$ cat src/hdl/ppb_pkg.sv
// Shared types, constants and arithmetic helpers for the particle pixel blender.
// Used by ppb_over_prod and particle_pixel_blend; depends on nothing else.
package ppb_pkg;

	localparam logic [23:0] KEY_COLOUR = 24'hFF00FF;
	localparam logic [7:0]  UNIT       = 8'hFF;
	localparam logic [15:0] HALF_UNIT  = 16'd127;

	typedef struct packed {
		logic        covered;
		logic        textured;
		logic [31:0] texel;
		logic [7:0]  tint_red;
		logic [7:0]  tint_green;
		logic [7:0]  tint_blue;
		logic [7:0]  tint_mix;
		logic [7:0]  opacity_alpha;
		logic [31:0] dst_pixel;
		logic [15:0] particle_depth;
		logic [15:0] scene_depth;
	} pix_t;

	typedef struct packed {
		logic [31:0] out_pixel;
		logic        written;
	} res_t;

	// Four 16-bit products, one per ABGR byte lane (index 3 is alpha)
	typedef logic [3:0][15:0] prod_t;

	// Round-to-nearest divide by 255 for x <= 65025, via reciprocal with correction
	function automatic logic [7:0] div255_round(input logic [15:0] x);
		logic [16:0] y;
		logic [16:0] t;
		y = 17'(x) + 17'(HALF_UNIT);
		t = y + 17'd1 + 17'(y[16:8]);
		return t[15:8];
	endfunction

	// Byte product widened to 16 bits
	function automatic logic [15:0] mul8(input logic [7:0] a, input logic [7:0] b);
		return 16'(a) * 16'(b);
	endfunction

endpackage

$ cat src/hdl/ppb_over_prod.sv
// Source-over products for one ABGR8888 pixel pair: s*sa + d*(255-sa) per colour
// lane and da*(255-sa) for alpha. Depends on ppb_pkg.
module ppb_over_prod (
	input  logic [31:0]      src,
	input  logic [31:0]      dst,
	output ppb_pkg::prod_t   prod
);

	logic [7:0] sa;
	logic [7:0] inv;

	assign sa  = src[31:24];
	assign inv = ppb_pkg::UNIT - sa;

	always_comb begin
		for (int k = 0; k < 3; k++) begin
			prod[k] = ppb_pkg::mul8(src[8*k +: 8], sa) + ppb_pkg::mul8(dst[8*k +: 8], inv);
		end
		prod[3] = ppb_pkg::mul8(dst[31:24], inv);
	end

endmodule

$ cat src/hdl/particle_pixel_blend.sv
// Particle pixel compositor top level: four-stage pipeline with valid/stall channels.
// Depends on ppb_pkg and ppb_over_prod.
//
// Takes one pixel transaction per clock while pix_stall is low and returns one result per
// pixel, in order, with res_valid rising once it has passed through stages 1 to 4. Stage 1
// runs the depth and coverage test, the magenta key match and the tint and opacity
// multiplies; stage 2 does the divides by 255 and picks the source colour; stage 3 forms
// the source-over products; stage 4 divides them and holds the result. Each stage loads
// whenever the stage after it is empty or moving, so a stalled output fills the bubbles in
// the pipe before pix_stall rises, and throughput stays at one pixel per clock while
// res_stall is low.
module particle_pixel_blend (
	input  logic           clk,
	input  logic           arst_n,
	input  logic           pix_valid,
	output logic           pix_stall,
	input  ppb_pkg::pix_t  pix,
	output logic           res_valid,
	input  logic           res_stall,
	output ppb_pkg::res_t  res
);

	logic v_s1, v_s2, v_s3, v_s4;
	logic adv_s1, adv_s2, adv_s3, adv_s4;

	assign adv_s4    = !v_s4 || !res_stall;
	assign adv_s3    = !v_s3 || adv_s4;
	assign adv_s2    = !v_s2 || adv_s3;
	assign adv_s1    = !v_s1 || adv_s2;
	assign pix_stall = !adv_s1;

	always_ff @(posedge clk or negedge arst_n) begin
		if (!arst_n) begin
			v_s1 <= 1'b0;
			v_s2 <= 1'b0;
			v_s3 <= 1'b0;
			v_s4 <= 1'b0;
		end else begin
			if (adv_s1) v_s1 <= pix_valid;
			if (adv_s2) v_s2 <= v_s1;
			if (adv_s3) v_s3 <= v_s2;
			if (adv_s4) v_s4 <= v_s3;
		end
	end

	// Stage 1: tests and first multiplies
	logic        skip_s1, textured_s1, tint_on_s1;
	logic [31:0] texel_s1, dst_s1;
	logic [23:0] tint_s1;
	logic [7:0]  opacity_s1;
	logic [2:0][15:0] mix_s1;
	logic [15:0] alpha_prod_s1;

	logic        skip_c1;
	logic [7:0]  mix_inv_c1;
	logic [23:0] tint_c1;
	logic [2:0][15:0] mix_c1;

	always_comb begin
		tint_c1    = {pix.tint_blue, pix.tint_green, pix.tint_red};
		mix_inv_c1 = ppb_pkg::UNIT - pix.tint_mix;
		skip_c1    = !pix.covered || (pix.particle_depth >= pix.scene_depth) ||
		             (pix.textured && (pix.texel[23:0] == ppb_pkg::KEY_COLOUR));
		for (int k = 0; k < 3; k++) begin
			mix_c1[k] = ppb_pkg::mul8(pix.texel[8*k +: 8], mix_inv_c1) +
			            ppb_pkg::mul8(tint_c1[8*k +: 8], pix.tint_mix);
		end
	end

	always_ff @(posedge clk) begin
		if (adv_s1) begin
			skip_s1       <= skip_c1;
			textured_s1   <= pix.textured;
			tint_on_s1    <= (pix.tint_mix != 8'd0);
			texel_s1      <= pix.texel;
			dst_s1        <= pix.dst_pixel;
			tint_s1       <= tint_c1;
			opacity_s1    <= pix.opacity_alpha;
			mix_s1        <= mix_c1;
			alpha_prod_s1 <= ppb_pkg::mul8(pix.texel[31:24], pix.opacity_alpha);
		end
	end

	// Stage 2: divides by 255, source selection
	logic        skip_s2;
	logic [31:0] src_s2, dst_s2;

	logic [7:0]  alpha_c2;
	logic [23:0] tex_rgb_c2;

	always_comb begin
		alpha_c2 = ppb_pkg::div255_round(alpha_prod_s1);
		for (int k = 0; k < 3; k++) begin
			tex_rgb_c2[8*k +: 8] = tint_on_s1 ? ppb_pkg::div255_round(mix_s1[k])
			                                  : texel_s1[8*k +: 8];
		end
	end

	always_ff @(posedge clk) begin
		if (adv_s2) begin
			// Drop textured pixels whose scaled alpha vanished
			skip_s2 <= skip_s1 || (textured_s1 && (alpha_c2 == 8'd0));
			src_s2  <= textured_s1 ? {alpha_c2, tex_rgb_c2} : {opacity_s1, tint_s1};
			dst_s2  <= dst_s1;
		end
	end

	// Stage 3: source-over products
	logic        skip_s3;
	logic [31:0] src_s3, dst_s3;
	ppb_pkg::prod_t prod_s3;
	ppb_pkg::prod_t prod_c3;

	ppb_over_prod u_over_prod (
		.src  (src_s2),
		.dst  (dst_s2),
		.prod (prod_c3)
	);

	always_ff @(posedge clk) begin
		if (adv_s3) begin
			skip_s3 <= skip_s2;
			src_s3  <= src_s2;
			dst_s3  <= dst_s2;
			prod_s3 <= prod_c3;
		end
	end

	// Stage 4: final divides and result register
	ppb_pkg::res_t res_s4;
	ppb_pkg::res_t res_c4;
	logic [7:0]    sa_c4;
	logic [31:0]   over_c4;

	always_comb begin
		sa_c4 = src_s3[31:24];
		for (int k = 0; k < 3; k++) begin
			over_c4[8*k +: 8] = ppb_pkg::div255_round(prod_s3[k]);
		end
		over_c4[31:24] = 8'(sa_c4 + ppb_pkg::div255_round(prod_s3[3]));

		res_c4.written = !skip_s3;
		priority if (skip_s3 || (sa_c4 == 8'd0)) begin
			res_c4.out_pixel = dst_s3;
		end else if (sa_c4 == ppb_pkg::UNIT) begin
			res_c4.out_pixel = src_s3;
		end else begin
			res_c4.out_pixel = over_c4;
		end
	end

	always_ff @(posedge clk) begin
		if (adv_s4) begin
			res_s4 <= res_c4;
		end
	end

	assign res_valid = v_s4;
	assign res       = res_s4;

	// An empty first stage never pushes back on the input
	a_empty_accepts: assert property (@(posedge clk) disable iff (!arst_n)
		!v_s1 |-> !pix_stall)
		else $error("input stalled with empty first stage");

	// A held stage 3 keeps its transaction
	a_s3_hold: assert property (@(posedge clk) disable iff (!arst_n)
		(v_s3 && !adv_s3) |=> (v_s3 && $stable(src_s3) && $stable(skip_s3)))
		else $error("stage 3 lost its transaction while held");

	// A transaction leaving stage 1 lands in stage 2
	a_s1_to_s2: assert property (@(posedge clk) disable iff (!arst_n)
		(v_s1 && adv_s2) |=> v_s2)
		else $error("transaction lost between stage 1 and stage 2");

	// Output advances whenever downstream is free
	a_out_moves: assert property (@(posedge clk) disable iff (!arst_n)
		(v_s3 && !res_stall) |=> v_s4)
		else $error("result not produced from stage 3");

endmodule

$ cat config.mk
export PLATFORM = sky130hd
export DESIGN_NAME = particle_pixel_blend
export DESIGN_NICKNAME = d
export VERILOG_FILES = /design/src/hdl/ppb_pkg.sv /design/src/hdl/ppb_over_prod.sv /design/src/hdl/particle_pixel_blend.sv
export SDC_FILE = /design/constraint.sdc
export NUM_CORES = 2
export LEC_CHECK = 0
export ABC_CLOCK_PERIOD_IN_PS = 16800
export BUFFER_PORTS_ARGS = -buffer_cell sky130_fd_sc_hd__buf_2
export CORE_UTILIZATION = 60
export DETAILED_ROUTE_END_ITERATION = 8
export GPL_TIMING_DRIVEN = 0
export PLACE_DENSITY = 0.87
export SYNTH_ARGS = -nofsm -noshare
export SYNTH_HDL_FRONTEND = slang
export SYNTH_SLANG_ARGS = --single-unit
$ cat constraint.sdc
create_clock -name clk -period 16.8 [get_ports clk]
set_clock_uncertainty 0.1 [all_clocks]
set_input_delay 0 -clock clk [delete_from_list [all_inputs] [get_ports clk]]
set_output_delay 0 -clock clk [all_outputs]
set_load 0.01 [all_outputs]
==> impl_metrics.toml <==
[yosys]
synth-main-ff-cell = "edfxtp_1"
ys_types = 79
number_of_enable_flip_flop_cells_after_synthesis = 382
ff_latch_count_synth = 386
post_synthesis_mean_instance_area_sq_um = 10.1
synth.yosys.seq_area_share = 0.237
synth-warning-count = 0
synth_cells = 4833
async_reset_ff_frac = 0.0104
synth_area_sq_um = 48800

[sta]
max_slew_margin = 0.312
timing.setup.tns_ns = 0
timing.final.setup_violations = 0
hold_viol_final = 0
max_clock_freq_ghz = 0.136
fin_crit_sh = 0.437
grt_setup_unrepaired = "no"
max_slew_violations = 0
worstMarginPinSlew_ns = 1.03
period_minus_slack_ns = 7.35

[placed_design]
port_buffers = 167
gp_routability_congestion = 0.948
dp.final_hpwl_um = 94300

[critical_path]
timing.critical_path.required_ns = 17.05
kind_of_capture_point_of_the_worst_setup_path = "flip-flop"
timing.critical_path.fanout_max = 10
crit_arrival_ns = 7.60
path_class = "flip-flop to flip-flop"
timing.critical_path.from_type = "flip-flop"

[route]
detail_route.first_pass.iterations = 8
routed_via_density = 5.72
drc = 0
route.antenna.remaining_nets = 0
wire_per_inst_um = 19.6
route.vias.total = 35700
initialDrtViolationCount = 2926
drt-total-wl_um = 122000

[cells_and_area]
final_nets = 6481
final_cell_mix = "995 x inv_1, 649 x fa_1, 538 x ha_1"
syn_to_final_growth_pct = 9.45
layout_commonest_cell = "inv_1"
final_layout_size_suffix_gt1_frac = 0.0564

[die]
initial_utilization = 0.606
ios = 177
die_width_um = 287
die_span_y_um = 287
dieArea_sq_um = 82400
floorplan.core_area_sq_um = 80400
fp-row-count = 104

[clocking]
clock_tree_from_tritoncts = "built"
insertion_delay_ns = 0.58
cts_root_buffer_type = "clkbuf_16"
worst_setup_hold_path_clk_slew_ns = 0.06
clock_sinks = 386
clock_path_buffers = 3
htree_num_levels = 2
numCtsBuffers = 42

[grt]
grt_max_degree = 106
groute.usage.overall = 0.305
antenna_found_initial = 3
grt_pass1_vias = 38100
grt_total_ovfl = 0
grt_pass1_wl_um = 196000

[min_path]
worstHoldPathType = "input pin to flip-flop"

[run_status]
status = "completed"

[run]
cap_violations = 0
[cell usage after synthesis, types with 7 or more instances]
cell type  count  area (sq um)
nor3_1        66           330
inv_1        996          3740
o21a_1        16           120
a22oi_1       11          82.6
nor2b_1      295          1850
ha_1         538          6730
and4_1         9          78.8
nor2_1       118           443
a21oi_1      134           671
fa_1         649         13000
nand4_1       15          93.8
o211ai_1      12          90.1
and3_1        30           188
xnor2_1      184          1610
a31o_2        10          87.6
xor2_1        85           744
edfxtp_1     382         11500
nor3b_1        9          67.6
nor4b_1       10          87.6
mux2_2        11           124
nand2b_1     191          1190
o21ai_0       65           325
a21o_1        46           345
nand2_1      314          1180
a41oi_1        7          61.3
a31oi_1       20           125
or2_2          8          50.1
nand3_1       59           295
or3_1         13          81.3
and2_1       284          1780
nor4_1        12          75.1
o21bai_1      10          75.1
clkbuf_1     107           402
o31ai_1       14           105
[final timing paths]
path,startpoint,to,slack [ns],cells after the start
min in group asynchronous,arst_n,v_s2$_DFFE_PN0P_,0.23,3
max reg2reg,src_s2[27]$_DFFE_PP_,prod_s3[31]$_DFFE_PP_,9.45,21
max in group asynchronous,arst_n,res_valid$_DFFE_PN0P_,16.20,3
min,pix[32],dst_s1[0]$_DFFE_PN_,0.03,2
max,src_s2[27]$_DFFE_PP_,prod_s3[31]$_DFFE_PP_,9.45,21
min reg2reg,dst_s1[7]$_DFFE_PN_,dst_s2[7]$_DFFE_PP_,0.31,0
[worst max-delay path, cell delays in order, from the launching register on]
cell	delay (ns)
edfxtp_1	0.62
clkbuf_1	0.52
clkbuf_1	0.83
nor2b_1	0.15
fa_1	0.55
inv_1	0.06
fa_1	0.52
inv_1	0.05
fa_1	0.50
fa_1	0.43
fa_1	0.50
inv_1	0.05
fa_1	0.47
inv_1	0.04
ha_1	0.23
nor3_1	0.17
o21ai_0	0.19
a31oi_1	0.32
a21oi_1	0.16
a21o_1	0.21
a21oi_1	0.19
xnor2_1	0.24
[registers in the layout (all words and copies together), names as in the netlist, 24 cells and up]
name / count
dst_s1: 32
dst_s2: 32
dst_s3: 32
mix_s1: 48
prod_s3: 64
res: 33
src_s2: 32
src_s3: 32
texel_s1: 24
tint_s1: 24
[metrics by stage]
stage               instance area [sq um]  cells  hold WS (ns)   util  setup slack (ns)
finish                              53400   6245        0.0303  0.664              9.45
global route                        53300   6242        0.0179  0.663              9.34
CTS                                 53300   6241       0.00108  0.663              9.69
detailed placement                  51100   6069        -0.290  0.635              9.68
global placement                    50900   6065        -0.296  0.633              8.85
floorplan                           48800   4838        -0.396      -             10.95
[cell type report]
cell class / count / area, sq um
well taps: 1060 / 1330
diodes: 4 / 10.0
clock buffers: 50 / 1100
plain buffers: 116 / 443
repair buffers: 270 / 1940
multi-input cells: 3340 / 33000
fillers: 5835 / 27100
inverters: 996 / 3740
flip-flops and latches: 386 / 11600
clock inverters: 23 / 185
[metal layers]
layer | global-route usage | wire (um)
met1 | 0.364 | 44200
met5 | 0 | 11
met2 | 0.515 | 59200
met4 | 0.179 | 7900
met3 | 0.0561 | 10800
[logic make-up (layout without fill, tap and decap cells)]
family                     count (synthesis)  in the layout  share of synthesized area
buffers and inverters                   1112           1455                     0.0858
other                                      1             10                  0.0000769
adders and majority gates               1187           1187                      0.405
AOI/OAI and AO/OA                        402            402                     0.0544
xor gates and xnor gates                 269            269                     0.0483
and+or+nand+nor                         1460           1460                      0.166
DFF                                      386            386                      0.237
muxes                                     16             16                    0.00357
[timing repair]
action	in CTS	in global routing
buffers inserted	0	0
hold buffers	99	0
hold endpoints to repair	104	0
gates resized for setup	0	0
Power is left out: the tool's default activity adds up to more than one toggle a clock period on the data nets, which glitch-free logic cannot reach.
